--- config.mk ---
export PLATFORM = sky130hd
export DESIGN_NAME = bfmrs_ctrl
export DESIGN_NICKNAME = d
export VERILOG_FILES = /design/src/rtl/core/bucket_fill_map_rank_select_assert.svh /design/src/rtl/core/bfmrs_pkg.sv /design/src/rtl/core/bfmrs_ctrl.sv
export SDC_FILE = /design/constraint.sdc
export NUM_CORES = 1
export LEC_CHECK = 0
export BUFFER_PORTS_ARGS = -buffer_cell sky130_fd_sc_hd__clkbuf_2
export CORE_MARGIN = 1.5
export CORE_UTILIZATION = 45
export CTS_CLUSTER_DIAMETER = 80
export CTS_CLUSTER_SIZE = 40
export DETAILED_ROUTE_END_ITERATION = 6
export GPL_TIMING_DRIVEN = 0
export PLACE_DENSITY_LB_ADDON = 0.1
export SYNTH_ARGS = -nofsm -noshare
export SYNTH_HDL_FRONTEND = slang
export SYNTH_SLANG_ARGS = --single-unit
--- constraint.sdc ---
create_clock -name clk -period 2.1 [get_ports clk]
set_input_delay 0.42 -clock clk [delete_from_list [all_inputs] [get_ports clk]]
set_output_delay 0.42 -clock clk [all_outputs]
set_load 0.03 [all_outputs]
--- src/rtl/core/bucket_fill_map_rank_select_assert.svh ---
// Assertion macros used by the fill map datapath.
`ifndef BUCKET_FILL_MAP_RANK_SELECT_ASSERT_SVH
`define BUCKET_FILL_MAP_RANK_SELECT_ASSERT_SVH

// Same-cycle implication, disabled while in reset
`define BFM_ASSERT(label, ante, cons, msg) \
  label: assert property (@(posedge clk) disable iff (!rst_n) (ante) |-> (cons)) \
    else $error(msg);

// Next-cycle implication, disabled while in reset
`define BFM_ASSERT_NEXT(label, ante, cons, msg) \
  label: assert property (@(posedge clk) disable iff (!rst_n) (ante) |=> (cons)) \
    else $error(msg);

`endif

--- src/rtl/core/bfmrs_pkg.sv ---
// Shared constants, types and helper functions of the bucket fill map.
package bfmrs_pkg;

  // Map geometry
  localparam int BUCKET_CNT = 5120;
  localparam int WORD_W     = 64;
  localparam int WORD_CNT   = BUCKET_CNT / WORD_W;
  localparam int IDX_W      = 13;
  localparam int BIT_W      = $clog2(WORD_W);
  localparam int WADDR_W    = $clog2(WORD_CNT);
  localparam int CNT_W      = 13;
  localparam int PC_W       = BIT_W + 1;

  localparam logic [CNT_W-1:0]   DEF_TOTAL = CNT_W'(BUCKET_CNT / 2);
  localparam logic [CNT_W-1:0]   CNT_MAX   = CNT_W'(BUCKET_CNT);
  localparam logic [WADDR_W-1:0] LAST_WORD = WADDR_W'(WORD_CNT - 1);

  // Operation codes carried in in_tuser
  typedef enum logic [1:0] {
    OP_SET   = 2'd0,
    OP_QUERY = 2'd1,
    OP_COUNT = 2'd2,
    OP_PICK  = 2'd3
  } op_t;

  // Controller to datapath commands
  typedef struct packed {
    logic capture;
    logic clr_wr;
    logic upd;
    logic scan;
    logic byte_step;
    logic bit_step;
    logic out_load;
  } cmd_t;

  // Datapath to controller status
  typedef struct packed {
    op_t  op;
    logic loaded;
    logic rank_err;
    logic clr_last;
    logic scan_hit;
    logic byte_hit;
    logic bit_hit;
    logic out_busy;
  } sts_t;

  // Index mod 5120: 5120 = 5 * 1024, so only the top six bits need a mod 5,
  // done with a reciprocal multiply (13/64) and one correction step.
  function automatic logic [IDX_W-1:0] reduce_index(input logic [15:0] v);
    logic [5:0] hi;
    logic [9:0] prod;
    logic [3:0] quot;
    logic [5:0] q5;
    logic [5:0] r;
    hi   = v[15:10];
    prod = {4'd0, hi} * 10'd13;
    quot = prod[9:6];
    q5   = {2'd0, quot} * 6'd5;
    r    = hi - q5;
    if (r >= 6'd5) begin
      r = r - 6'd5;
    end
    return {r[2:0], v[9:0]};
  endfunction

  // Population count of one map word
  function automatic logic [PC_W-1:0] popcnt_word(input logic [WORD_W-1:0] w);
    logic [PC_W-1:0] n;
    n = '0;
    for (int i = 0; i < WORD_W; i++) begin
      n = n + PC_W'(w[i]);
    end
    return n;
  endfunction

  // Population count of one byte
  function automatic logic [3:0] popcnt_byte(input logic [7:0] b);
    logic [3:0] n;
    n = '0;
    for (int i = 0; i < 8; i++) begin
      n = n + 4'(b[i]);
    end
    return n;
  endfunction

endpackage

--- src/rtl/core/bfmrs_ctrl.sv ---
// Sequencer of the bucket fill map: one request at a time.
module bfmrs_ctrl (
  input  logic            clk,
  input  logic            rst_n,
  input  logic            in_tvalid,
  output logic            in_tready,
  input  bfmrs_pkg::sts_t sts,
  output bfmrs_pkg::cmd_t cmd
);
  import bfmrs_pkg::*;

  typedef enum logic [8:0] {
    S_IDLE  = 9'b000000001,
    S_DISP  = 9'b000000010,
    S_CLEAR = 9'b000000100,
    S_RD    = 9'b000001000,
    S_UPD   = 9'b000010000,
    S_SCAN  = 9'b000100000,
    S_BYTE  = 9'b001000000,
    S_BIT   = 9'b010000000,
    S_DONE  = 9'b100000000
  } state_t;

  state_t state_r, state_nxt;

  // State register
  always_ff @(posedge clk) begin
    if (!rst_n) begin
      state_r <= S_IDLE;
    end else begin
      state_r <= state_nxt;
    end
  end

  assign in_tready = (state_r == S_IDLE);

  // Next state and commands
  always_comb begin
    state_nxt     = state_r;
    cmd           = '0;
    case (state_r)
      S_IDLE: begin
        if (in_tvalid) begin
          cmd.capture = 1'b1;
          state_nxt   = S_DISP;
        end
      end
      S_DISP: begin
        case (sts.op)
          OP_SET: begin
            state_nxt = sts.loaded ? S_RD : S_CLEAR;
          end
          OP_QUERY: begin
            state_nxt = sts.loaded ? S_RD : S_DONE;
          end
          OP_PICK: begin
            state_nxt = (sts.rank_err || !sts.loaded) ? S_DONE : S_SCAN;
          end
          default: begin
            state_nxt = S_DONE;
          end
        endcase
      end
      S_CLEAR: begin
        cmd.clr_wr = 1'b1;
        if (sts.clr_last) begin
          state_nxt = S_RD;
        end
      end
      S_RD: begin
        // word read in flight
        state_nxt = S_UPD;
      end
      S_UPD: begin
        cmd.upd   = 1'b1;
        state_nxt = S_DONE;
      end
      S_SCAN: begin
        cmd.scan = 1'b1;
        if (sts.scan_hit) begin
          state_nxt = S_BYTE;
        end
      end
      S_BYTE: begin
        cmd.byte_step = 1'b1;
        if (sts.byte_hit) begin
          state_nxt = S_BIT;
        end
      end
      S_BIT: begin
        cmd.bit_step = 1'b1;
        if (sts.bit_hit) begin
          state_nxt = S_DONE;
        end
      end
      S_DONE: begin
        if (!sts.out_busy) begin
          cmd.out_load = 1'b1;
          state_nxt    = S_IDLE;
        end
      end
      default: begin
        state_nxt = S_IDLE;
      end
    endcase
  end

endmodule

# Yosys cells after proc, flatten, opt, wreduce, memory -nomap -nowiden
# Cells that the tools add are included.
[totals] register_bits=9 inputBits=12 output_inout_bits=8 word_cells=42
[classes] eq_ne=17 muxes=20 reduce_logical=4
[ops] operator="$pmux W9 S9" n=1
[ops] operator="$mux W9" n=8
[ops] operator="$pmux W9 S3" n=1
[ops] operator="$ne A2 B2 Y1 const B" n=6
[ops] operator="$eq A9 B1 Y1 const B" n=1
[ops] operator="$eq A9 B2 Y1 const B" n=1
[ops] operator="$eq A9 B3 Y1 const B" n=1
[ops] operator="$eq A9 B4 Y1 const B" n=1
[ops] operator="$eq A9 B5 Y1 const B" n=1
[ops] operator="$eq A9 B6 Y1 const B" n=1
[ops] operator="$eq A9 B7 Y1 const B" n=1
[ops] operator="$eq A9 B8 Y1 const B" n=1
[ops] operator="$eq A9 B9 Y1 const B" n=1
[ops] operator="$mux W1" n=9
[ops] operator="$reduce_and A6 Y1" n=1
[ops] operator="$mux W4" n=1
[ops] operator="$eq A2 B1 Y1 const B" n=1
[ops] operator="$eq A2 B2 Y1 const B" n=1
[ops] operator="$logic_not A2 Y1" n=1
[ops] operator="$logic_not A1 Y1" n=1
[ops] operator="$logic_or A1 B1 Y1" n=1

# Logic depth before layout (Yosys ltp)
# Gate-level depths: netlist of the first run.
[depth] depth_word=5 ltp_mapped=6 ltp_nobuf=5

# Worst setup path before layout of the first run
# Ideal clock, no wire load.
[synth_path] path_type="flip-flop to output port" from="register state_r[6]" to="output port cmd[6] in the netlist's numbering" arrival_ps=1906 t_required_ps=1680 slack_ps=-226 path_stages_with_launch=4 path_buffers=1 path_cell_list="dfxtp_1 -> buf_6 -> or4_4 -> nor4_1"
[synth_lines] element="start, declared" line_no="bfmrs_ctrl.sv:24" rtl="state_t state_r, state_nxt;"
[synth_lines] element="start signal, assigned" line_no="bfmrs_ctrl.sv:31" rtl="state_r <= state_nxt;"
[synth_lines] element="end, declared" line_no="bfmrs_ctrl.sv:8" rtl="output bfmrs_pkg::cmd_t cmd"

# Final worst setup path of the first run
[layout_path] from="register state_r[7]" to="output port in_tready"
[layout_between] elab_chain_cells=1
[layout_lines] element="$eq A9 B1 Y1" line_no="bfmrs_ctrl.sv:35" rtl="assign in_tready = (state_r == S_IDLE);"
[layout_lines] element="end, declared" line_no="bfmrs_ctrl.sv:6" rtl="output logic in_tready,"
# No other way between the ends.

==> results of run 1 <==
==> cells in the mapped netlist (2+ instances only) <==
library cell | number | area, µm²
nor3_1 | 9 | 45.0
buf_6 | 2 | 22.5
nand2b_1 | 3 | 18.8
nand4_1 | 2 | 12.5
inv_1 | 3 | 11.3
or4b_1 | 2 | 20.0
o21ai_0 | 8 | 40.0
nand3_1 | 3 | 15.0
nor4_1 | 3 | 18.8
nor4_4 | 2 | 42.5
dfxtp_1 | 9 | 180
or4_4 | 2 | 22.5
and3_1 | 3 | 18.8
xor2_1 | 2 | 17.5
a21oi_1 | 3 | 15.0
nor2_1 | 13 | 48.8
nand2_1 | 2 | 7.51
==> area by class of cell <==
type                            instances  area, µm²
Buffer                                  2       22.5
Multi-Input combinational cell         75        561
Fill cell                             152        520
Sequential cell                         9        189
Timing Repair Buffer                   24        156
Clock buffer                            4       26.3
Tap cell                               16       20.0
Inverter                                3       11.3
==> worst max-delay path: stages (launching register included) <==
cell and delay [ns]:
dfxtp_4 0.38, or4_4 0.59, nor3_4 0.25, buf_6 0.16
==> through the flow <==
step | hold slack (ns) | power, W | TNS (ns) | utilization [%]
after floorplan | 0.509 | 0.000333 | 0 | -
after global placement | 0.586 | 0.000381 | 0 | 56.8
after detailed placement | 0.592 | 0.000385 | 0 | 56.8
after CTS | 0.415 | 0.000531 | -0.0938 | 61.6
after global routing | 0.416 | 0.000576 | -0.0231 | 65.4
final | 0.420 | 0.000542 | 0 | 65.4
==> worst min-delay path by stage <==
stage	startpoint	to	slack, ns	depth (start not counted)
6_report	rst_n	state_r[0]	0.42	2
3_5_place_dp	state_r[3]	state_r[4]	0.59	2
3_3_place_gp	state_r[3]	state_r[4]	0.59	2
2_1_floorplan	rst_n	state_r[0]	0.51	1
5_1_grt	rst_n	state_r[0]	0.42	2
4_1_cts	rst_n	state_r[0]	0.42	2
==> power breakdown <==
group	switching [W]	leakage [nW]	internal (W)
clock network	0.0000568	0.0150	0.0000730
registers	0.0000169	0.0757	0.000180
logic	0.000123	0.339	0.0000920
total	0.000197	0.430	0.000345
==> logic make-up after synthesis <==
kind of cell              after synthesis  synth area share (%)
buffers and inverters                   6                  5.39
xor gates and xnor gates                3                  3.65
DFF                                     9                  25.0
AOI/OAI and AO/OA                      20                  18.8
and+or+nand+nor                        52                  47.1
==> layer usage <==
layer | routed length (µm) | part of all wire [%] | global-route usage [%] | vias up
met5 | 0 | 0 | 0 | -
met3 | 106 | 5.9 | 2.55 | 2
met4 | 17 | 0.95 | 9.09 | 0
met1 | 824 | 46 | 26.5 | 383
li1 | - | - | - | 401
met2 | 835 | 47 | 33.3 | 31
==> repair_timing <==
item,in CTS,in global routing
resized for setup,9,13
pin swaps,1,5
setup endpoints to repair,6,6
gates cloned,0,1
buffers inserted,1,3
endpoints found under the hold margin,0,0
==> run metrics, run 1 <==
asr flop ratio synth 0%; clk buf depth 2; most frequent cells in the layout clkbuf_2, nor2_1, o21ai_0, nor3_1, buf_4; Critical Path RT 1.68 ns; largest registers state_r: 9 flops; Worst-Margin Slew approximately 0.48 ns; hpwl dp approximately 1.4 mm; Residual DRC 0; Worst Slack Setup Final about 0.042 ns; first-pass detailed-route iteration total 4; sequential share of the synthesized area 25.0%; WS Path Type reg2out; startpoint class of the critical path flop; vias post-DR just over 800; worst setup path startpoint state_r[7]; core area 1510 µm²; Hold Path Class in2reg; n_diodes 0; htree depth 1; Post-DP Area around 860 µm²; CTS Sinks 9; Synth Warn # 0; leading cell type in the layout, fill and taps excluded clkbuf_2; Inserted Clock Buffers 3; Total GRT Usage slightly above 20%; clk_skew about 0.0030 ns; post-layout min period 2.06 ns; # nets final 130; final worst-path cycle share between 90% and 100%; RSZ-0062 raised after global routing true; post-synthesis register bit count 9; relative slew slack about 70%; Clk pin slew, worst setup/hold paths ~0.060 ns; cell area after layout just under 1000 µm²; DR vias/cell 6.14; worst r2r src state_r[7]; top_reg_cell synth dfxtp_1; IO buf count 19; worst r2r dst state_r[5]; GR Overflow Total 0; die width about 43 µm; Post-Syn Area 719 µm²; reg-to-reg slack, setup roughly 0.09 ns; max-cap violations 0; largest net degree at the start of global routing 11; crit-path max FO 10; CTS tree built; WP data arrival 1.64 ns; crit end category output pin; Die Ht 43.0 µm; final setup vio count 0; Root Driver clkbuf_4; Avg Synthesized Cell Area approximately 8.0 µm²; fraction of layout cells with a size suffix above 1 41.0%; largest reg by FF count state_r; Peak supply drop between 0.0003 and 0.0004 V; R2R cell count 6; LEAKAGE 0.430 nW; P&R area growth vs syn 37.0%; GP Congestion ~0.83; Final Instance Count excl. Fillers 133; initial antenna violation count 0; max FFs per register 9; Worst Setup Slack post-DPL roughly 0.16 ns; Initial Util 47.8%; Post-DRT Antenna Nets 0; routed wire length 1.78 mm; Post-synth EDFFs 0; Clock Latency Late Sink approximately 0.26 ns; PwrDens roughly 550 nW/µm²; # placed instances ~130; FMAX about 490 MHz; Cell variety after synth 36; status completed; DR iter-0 viols 6; first-pass GRT wire length ~2.9 mm; syn nets between 100 and 150; die area approximately 1800 µm²; Final Max Tran Viols 0; Final Hold Fails 0; vias in the first global route 679; Cells after Synth 90; row count 14; cts hold-fix bufs 0; # IOs 20; wire per inst approximately 13 µm; crit path capture in_tready
(Power assumes the default switching activity.)
==> run 2, diff against run 1 <==
- CTS_CLUSTER_SIZE: 40 -> default
- SETUP_SLACK_MARGIN: default -> 0.05
==> run 2 against run 1 <==
  * Clock skew shrank 0.0014 ns
  * Global-route usage grew 2.2 points
  * Sequential share of layout area shrank 1.2 points
  * Sequential cell count is the same
  * Utilization grew 5.6 points
  * Die area is the same
  * Non-clock buffer count grew 9
  * Total power grew 7.9%
  * Clock power is essentially flat
  * Largest cell class unchanged
  * Largest power group unchanged
==> run metrics, run 2 (synthesis results as in run 1) <==
leading cell type in the layout, fill and taps excluded clkbuf_2; GR Overflow Total 0; startpoint class of the critical path flop; Clock Latency Late Sink around 0.26 ns; GP Congestion about 0.83; Critical Path RT 1.68 ns; total power 0.000585 W; grt met2 use about two fifths; Final Max Tran Viols 0; Clk pin slew, worst setup/hold paths roughly 0.06 ns; IO buf count 19; RSZ-0062 raised after global routing true; final setup vio count 0; Initial Util around 48%; Finished Core Util 71.1%; vias in the first global route 750; largest reg by FF count state_r; Root Driver clkbuf_4; fraction of layout cells with a size suffix above 1 47.6%; first-pass GRT wire length ~3.2 mm; # placed instances 125; WS Path Type reg2out; Total GRT Usage between 20% and 30%; reg-to-reg slack, setup roughly 0.10 ns; # nets final roughly 140; P&R area growth vs syn 48.9%; DR vias/cell around 6; Hold Path Origin rst_n; filler instances roughly 130; largest registers state_r: 9 flops; switch share a little over a third; grt met1 use between 20 and 30%; Final Hold Fails 0; routed wire length slightly below 2 mm; die area between 1500 and 2000 µm²; CP Cell Sequence or4b_4 -> nor4_2 -> buf_4; Hold Path Class in2reg; core area 1510 µm²; crit end category output pin; crit-path max FO 6; final worst-path cycle share between 90% and 100%; Die Ht about 43 µm; FMAX 492 MHz; Inserted Clock Buffers 3; worst r2r dst state_r[8]; initial antenna violation count 0; post-layout min period roughly 2.0 ns; first-pass detailed-route iteration total 4; # IOs 20; Seq. cell area ~190 µm²; CTS tree built; LEAKAGE slightly below 0.5 nW; Int Power between 0.0003 and 0.0004 W; Final Instance Count excl. Fillers ~140; CTS Sinks 9; row count 14; wire per inst between 10 and 15 µm; hold endpoint state_r[0]; DR iter-0 viols 19; die width 43.0 µm; Reg power frac about 34%; Comb power frac 44.3%; htree depth 1; Post-DRT Antenna Nets 0; Net Switching 0.000206 W; Worst-Margin Slew 0.383 ns; clk_skew 0.00165 ns; clk buf depth 2; vias post-DR between 800 and 900; status completed; gr busiest metal met2; PwrDens around 550 nW/µm²; multi-input logic area approximately 570 µm²; max FFs per register 9; worst r2r src state_r[6]; R2R cell count 7; n_diodes 0; max-cap violations 0; most frequent cells in the layout clkbuf_2, buf_4, nor2_1, o21ai_0, buf_6; Clk network pwr share between 20 and 25%; Residual DRC 0; largest net degree at the start of global routing 11; relative slew slack approximately three quarters; WP data arrival between 1.5 and 2 ns; Peak supply drop roughly 0.00039 V; hpwl dp about 1.4 mm; Worst path max stage delay a little under 0.6 ns; worst hold path cell count 2; GRT met3 Usage under 10%; critical-path cell with the highest stage delay or4b_4
==> run 2: timing repair <==
item	CTS	global route
hold buffers	0	0
endpoints found under the setup margin	6	9
gates resized for setup	13	17
pin swaps	3	7
setup buffers	6	7
==> run 2: worst max path at each step <==
stage	start	end	cells after the start
after floorplan	state_r[6]	cmd[6]	3
after global placement	state_r[1]	in_tready	3
after detailed placement	state_r[1]	in_tready	3
after CTS	state_r[7]	cmd[3]	4
after global routing	state_r[1]	cmd[6]	3
final	state_r[1]	cmd[6]	3
==> run 2: metal layers <==
layer	vias up	part of all wire, %
met2	32	50
met3	2	6.3
met4	0	0.85
met1	395	43
li1	420	-
met5	-	0
==> run 2: critical path: cells and delay by family, from the launching register on <==
| kind | cells | cell delay, ns |
|---|---|---|
| flip-flops | 1 | 0.36 |
| buffers and inverters | 1 | 0.20 |
| AND/OR/NAND/NOR | 2 | 0.80 |
==> run 2: final cells by class <==
class                   instances  share of cell area, %
multi-input cells              75                   53.3
clock buffers                   4                   2.45
plain buffers                   3                   3.15
flip-flops and latches          9                   18.0
inverters                       3                   1.05
repair buffers                 32                   20.2
well taps                      16                   1.87
==> run 2: per-stage QoR <==
stage	TNS, ns	worst slack, ns	area, µm²	hold slack, ns
6_report	0	0.0667	1070	0.419
5_1_grt	-0.0384	-0.0384	1070	0.416
4_1_cts	-0.0394	-0.0126	967	0.415
3_5_place_dp	0	0.160	856	0.592
3_3_place_gp	0	0.198	856	0.586
2_1_floorplan	0	0.108	741	0.509
==> run 2: power groups by stage <==
| stage | registers [W] | clock network, W | logic, W |
|---|---|---|---|
| floorplan | 0.000196 | 0 | 0.000137 |
| global placement | 0.000200 | 0 | 0.000181 |
| detailed placement | 0.000200 | 0 | 0.000185 |
| CTS | 0.000198 | 0.000133 | 0.000211 |
| global route | 0.000200 | 0.000144 | 0.000274 |
| finish | 0.000197 | 0.000129 | 0.000259 |
